**config.mk**
```make
export PLATFORM = sky130hd
export DESIGN_NAME = oct_cell
export DESIGN_NICKNAME = d
export VERILOG_FILES = /design/src/sv/octahedral_normal_encoder_assert.svh /design/src/sv/oct_pkg.sv /design/src/sv/oct_cell.sv
export SDC_FILE = /design/constraint.sdc
export NUM_CORES = 1
export LEC_CHECK = 0
export BUFFER_PORTS_ARGS = -buffer_cell sky130_fd_sc_hd__buf_2
export CAP_MARGIN = 20
export CORE_MARGIN = 2
export CORE_UTILIZATION = 50
export DETAILED_ROUTE_END_ITERATION = 10
export PLACE_DENSITY_LB_ADDON = 0.1
export SYNTH_ARGS = -nofsm -noshare
export SYNTH_HDL_FRONTEND = slang
export SYNTH_SLANG_ARGS = --single-unit
```
**constraint.sdc**
```tcl
create_clock -name clk -period 1 [get_ports clk]
set_clock_uncertainty 0.1 [all_clocks]
set_input_delay 0.15 -clock clk [delete_from_list [all_inputs] [get_ports clk]]
set_output_delay 0.15 -clock clk [all_outputs]
set_load 0.005 [all_outputs]
```
**src/sv/octahedral_normal_encoder_assert.svh**
```systemverilog
// Assertion macros for the octahedral normal encoder.
// Included by the top level; no other dependencies.
`ifndef OCTAHEDRAL_NORMAL_ENCODER_ASSERT_SVH
`define OCTAHEDRAL_NORMAL_ENCODER_ASSERT_SVH
`ifndef SYNTHESIS
`define OCT_ASSERT(lbl, clk, rst_n, prop) \
	lbl: assert property (@(posedge clk) disable iff (!rst_n) prop) \
		else $error("oct: assertion failed");
`define OCT_ASSERT_NEXT(lbl, clk, rst_n, ante, cons) \
	lbl: assert property (@(posedge clk) disable iff (!rst_n) (ante) |=> (cons)) \
		else $error("oct: assertion failed");
`else
`define OCT_ASSERT(lbl, clk, rst_n, prop)
`define OCT_ASSERT_NEXT(lbl, clk, rst_n, ante, cons)
`endif
`endif

```
**src/sv/oct_pkg.sv**
```systemverilog
// Package for the octahedral normal encoder: widths and divider word types.
// No dependencies.
`default_nettype none
package oct_pkg;
	localparam int COMPONENT_BITS = 16;
	localparam int CODE_BITS      = 10;
	localparam int SUM_W          = COMPONENT_BITS + 1;
	localparam int DEN_W          = COMPONENT_BITS + 2;
	localparam int NUM_W          = DEN_W + CODE_BITS;

	typedef struct packed {
		logic [DEN_W-1:0]     rem;
		logic [CODE_BITS-1:0] low;
		logic [CODE_BITS-1:0] quo;
	} oct_lane_t;

	typedef struct packed {
		logic             zero;
		logic [DEN_W-1:0] den;
		oct_lane_t        u;
		oct_lane_t        v;
	} oct_word_t;
endpackage
`default_nettype wire

```
**src/sv/oct_cell.sv**
```systemverilog
// One divider cell: a restoring step that yields one quotient bit for both lanes.
// Depends on oct_pkg.
`default_nettype none
module oct_cell
	import oct_pkg::*;
(
	input  wire logic      clk,
	input  wire logic      arst_n,
	input  wire logic      en,
	input  wire logic      in_valid,
	input  wire oct_word_t in_word,
	output logic           out_valid,
	output oct_word_t      out_word
);
	oct_word_t word_d;

	function automatic oct_lane_t div_step(oct_lane_t ln, logic [DEN_W-1:0] den);
		logic [DEN_W:0] t;
		logic           ge;
		oct_lane_t      r;
		t      = {ln.rem, ln.low[CODE_BITS-1]};
		ge     = (t >= {1'b0, den});
		r.rem  = ge ? DEN_W'(t - {1'b0, den}) : DEN_W'(t);
		r.low  = {ln.low[CODE_BITS-2:0], 1'b0};
		r.quo  = {ln.quo[CODE_BITS-2:0], ge};
		return r;
	endfunction

	always_comb begin
		word_d.zero = in_word.zero;
		word_d.den  = in_word.den;
		word_d.u    = div_step(in_word.u, in_word.den);
		word_d.v    = div_step(in_word.v, in_word.den);
	end

	always_ff @(posedge clk or negedge arst_n) begin
		if (!arst_n) begin
			out_valid <= 1'b0;
		end else if (en) begin
			out_valid <= in_valid;
		end
	end

	always_ff @(posedge clk) begin
		if (en) begin
			out_word <= word_d;
		end
	end
endmodule
`default_nettype wire
```
Word level (Yosys, flattened, before mapping)
Index checks and enable logic that the tools add are counted.
{"block": "classes", "n_addsub": 2, "order_cmp": 2, "n_mux": 2}
{"op": "19-bit by 18-bit >= comparator with 1-bit output", "count": 2}
{"op": "18-bit two-way mux", "count": 2}
{"op": "18-bit subtractor", "count": 2}
{"block": "totals", "ff_bits": 94}

Logic depth before layout (Yosys ltp)
{"block": "depth", "word_depth": 2, "mapped_depth": 11}

Worst setup path before layout
No wires, ideal clock.
{"block": "synth_timing", "kind": "input to register", "startpoint": "input in_word[57] (netlist bit)", "endpoint": "register out_word[70] (netlist bit) (data pin)", "setup_ns": 0.260, "arrival_time_ns": 2.196, "path_slack_ns": -1.556, "cell_stages": 11, "path_buffers": 0, "cell_sequence": "inv_1 > ha_1 > inv_1 > fa_1 > a21o_1 > a21oi_1 > nor2_1 > o41ai_2 > o21ai_0 > xor2_1 > mux2_4"}
{"element": "start: declaration", "line": "oct_cell.sv:11", "source": "input wire oct_word_t in_word,"}
{"element": "end signal: assignment", "line": "oct_cell.sv:46", "source": "out_word <= word_d;"}
{"element": "end: declaration", "line": "oct_cell.sv:13", "source": "output oct_word_t out_word"}

==> impl_metrics.tcl <==
set metrics [dict create \
    place_hpwl_mm 11.49 \
    synth_commonest_cells "edfxtp_1 (93), ha_1 (36), inv_1 (34)" \
    tritoncts.num_buffers 9 \
    ios 195 \
    fin_nets 933 \
    grt_max_degree 43 \
    tritoncts "done" \
    stdcell_count 937 \
    cts_max_path_buffers 2 \
    core_um2 10320 \
    slowest_delay_ps 360 \
    place.gp.congestion 0.9109 \
    drt-pass1-iter-count 5 \
    syn_to_final_growth_pct 65.58 \
    drt-wirelength-per-cell_um 19.07 \
    power_mw 11.52 \
    wirelength_mm 17.87 \
    fin_ws_ps -1207 \
    crit_path_end_kind "register" \
    multi_input_area_um2 2790 \
    finalMaxSlewViolations 0 \
    crit_slowest_cell "nor3_1" \
    power_density_nw_per_um2 1310 \
    globalRouteTotalUtil_pct 30.73 \
    cp_max_fo 5 \
    antenna_cells 0 \
    antenna_found_initial 0 \
    clk_pin_slew_ps 100 \
    min_path_type "in2reg" \
    synth.most_common_cell "edfxtp_1" \
    synth-main-ff-cell "edfxtp_1" \
    violations "hold timing, setup timing" \
    crit_type "in2reg" \
    drc_errors 0 \
    grt_pass1_vias 5237 \
    synth_area_leader_cell "edfxtp_1" \
    fillers 552 \
    fin_setup_tns_ps -55200 \
    grt_pass1_wl_mm 26.74 \
    syn_area_per_cell_um2 12.99 \
    seq_area_frac_synth_pct 53.03 \
    crit_required_ps 1030 \
    leakage_nw 3.971 \
    numPortBuffers 190 \
    clkSinkCount 94 \
    ff_latch_area_um2 2818 \
    synth.ff_latch_count 94 \
    num_rows 37 \
    grt_setup_unrepaired "true" \
    die_h_um 107.1 \
    ctsRootBufferMaster "clkbuf_8" \
    timing.critical_path.buf_inv 5 \
    drt_iter0_drc 213 \
    dp_cells 843 \
    arrival_ps 2240 \
    fin_util_pct 85.23 \
    holdWs_ps -2.071 \
    critPathLaunchType "input port" \
    insertion_delay_ps 360 \
    hold_viol 2 \
    path_cells "buf_8 > clkinvlp_4 > buf_6 > ha_4 > buf_4 > nand2_1 > nor3_1 > a311oi_2 > a21boi_4 > buf_6 > nand2_8 > mux2_2" \
    holdBufCountCts 59 \
    path_delay_family "buffers and inverters" \
    setup_viol 132 \
    netlist_instances 409 \
    fmax_mhz 453.2 \
    fp.dieW_um 107.1 \
    synthArstFlopShare_pct 1.064 \
    ys_types 62 \
    synth_top_area_share_pct 52.55 \
    max-vdd-ir-drop_mv 0.7556 \
    fp.dieArea_um2 11470 \
    outcome "finished, violations left" \
    grt.overflow.total 0 \
    initial_core_util_pct 51.47 \
    ant_nets 0 \
    period_needed_ps 2207 \
    yosys_warnings 0 \
    cpMostUsedCell "buf_6" \
    drv_cap 0 \
    cts.htree.levels 3 \
    num_vias 4964 \
    min_period_over_period_pct 220.7 \
    drive_above_1_share_pct 55.93 \
    routed_via_density 5.298 \
    synth_edf_count 93 \
    netlist_area_um2 5314 \
    synth.area.top_cells "edfxtp_1 (53%), ha_1 (8.5%), mux2_4 (4.5%)" \
]
[per-stage QoR]
step / area, um^2 / setup WS [ps] / hold slack (ps)
after floorplan: 5483 / -1400 / -245.6
after global placement: 7428 / -1584 / -175.9
after detailed placement: 7428 / -1609 / -174.6
after CTS: 8640 / -1104 / -28.33
after global routing: 8798 / -1257 / -14.26
final: 8798 / -1207 / -2.071
[worst paths after layout]
check	from	to	slack [ps]	depth (start not counted)
hold / removal	in_word[60]	out_word[61]$_DFFE_PP_	-2	2
setup / recovery	in_word[77]	out_word[66]$_DFFE_PP_	-1210	12
max in group asynchronous	arst_n	out_valid$_DFFE_PN0P_	190	3
min in group asynchronous	arst_n	out_valid$_DFFE_PN0P_	510	3
setup reg to reg	out_valid$_DFFE_PN0P_	out_valid$_DFFE_PN0P_	30	2
hold reg to reg	out_valid$_DFFE_PN0P_	out_valid$_DFFE_PN0P_	510	2
[cell families after synthesis]
family / after synthesis / share of synthesized area, %
compound gates: 101 / 14.29
flops: 94 / 53.03
simple gates: 67 / 6.240
buf+inv: 44 / 3.791
fa+ha+maj: 38 / 9.230
mux: 37 / 8.900
xor+xnor: 27 / 4.450
other cells: 1 / 0.07057
[flip-flops by register name (all words and copies together) (netlist names)]
signal and count:
out_word 93, out_valid 1
[timing repair]
item	in CTS	in global routing
buffers inserted	12	5
setup endpoints to repair	132	132
cloned	3	0
pin swaps	26	16
gates resized for setup	58	26
endpoints found under the hold margin	73	5
[metal layers]
metal	vias to the layer above	track usage, %	wire length, um
met4	0	9.647	392
met5	-	0	0
met1	2384	34.48	6584
li1	2320	-	-
met3	32	4.255	1100
met2	228	59.36	9793
[power by group]
part	switching (mW)	total (mW)	internal, mW
combinational	1.84	4.08	2.24
clock	1.51	2.46	0.955
sequential	0.119	4.98	4.86
total	3.47	11.5	8.06
[layout by cell type, fill, tap and decap left out, types with 11 or more instances in the layout]
| cell | n |
|---|---|
| buf_2 | 184 |
| xor2_1 | 12 |
| buf_4 | 122 |
| inv_1 | 19 |
| dlygate4sd3_1 | 59 |
| a21o_1 | 13 |
| ha_1 | 22 |
| a21oi_1 | 17 |
| ha_4 | 13 |
| mux2_4 | 25 |
| inv_2 | 11 |
| nor2_1 | 20 |
| xnor2_1 | 15 |
| nand2_1 | 18 |
| edfxtp_1 | 93 |
[area by class of cell]
cell class                 count  share of cell area (%)
clock buffer                  10                   1.451
tap                          136                   1.934
inverter                      34                   1.806
sequential                    94                   32.02
multi-input combinational    275                   31.71
clock inverter                 6                  0.6257
timing repair buffer         382                   30.45
Power figures use the tool's default switching activity.
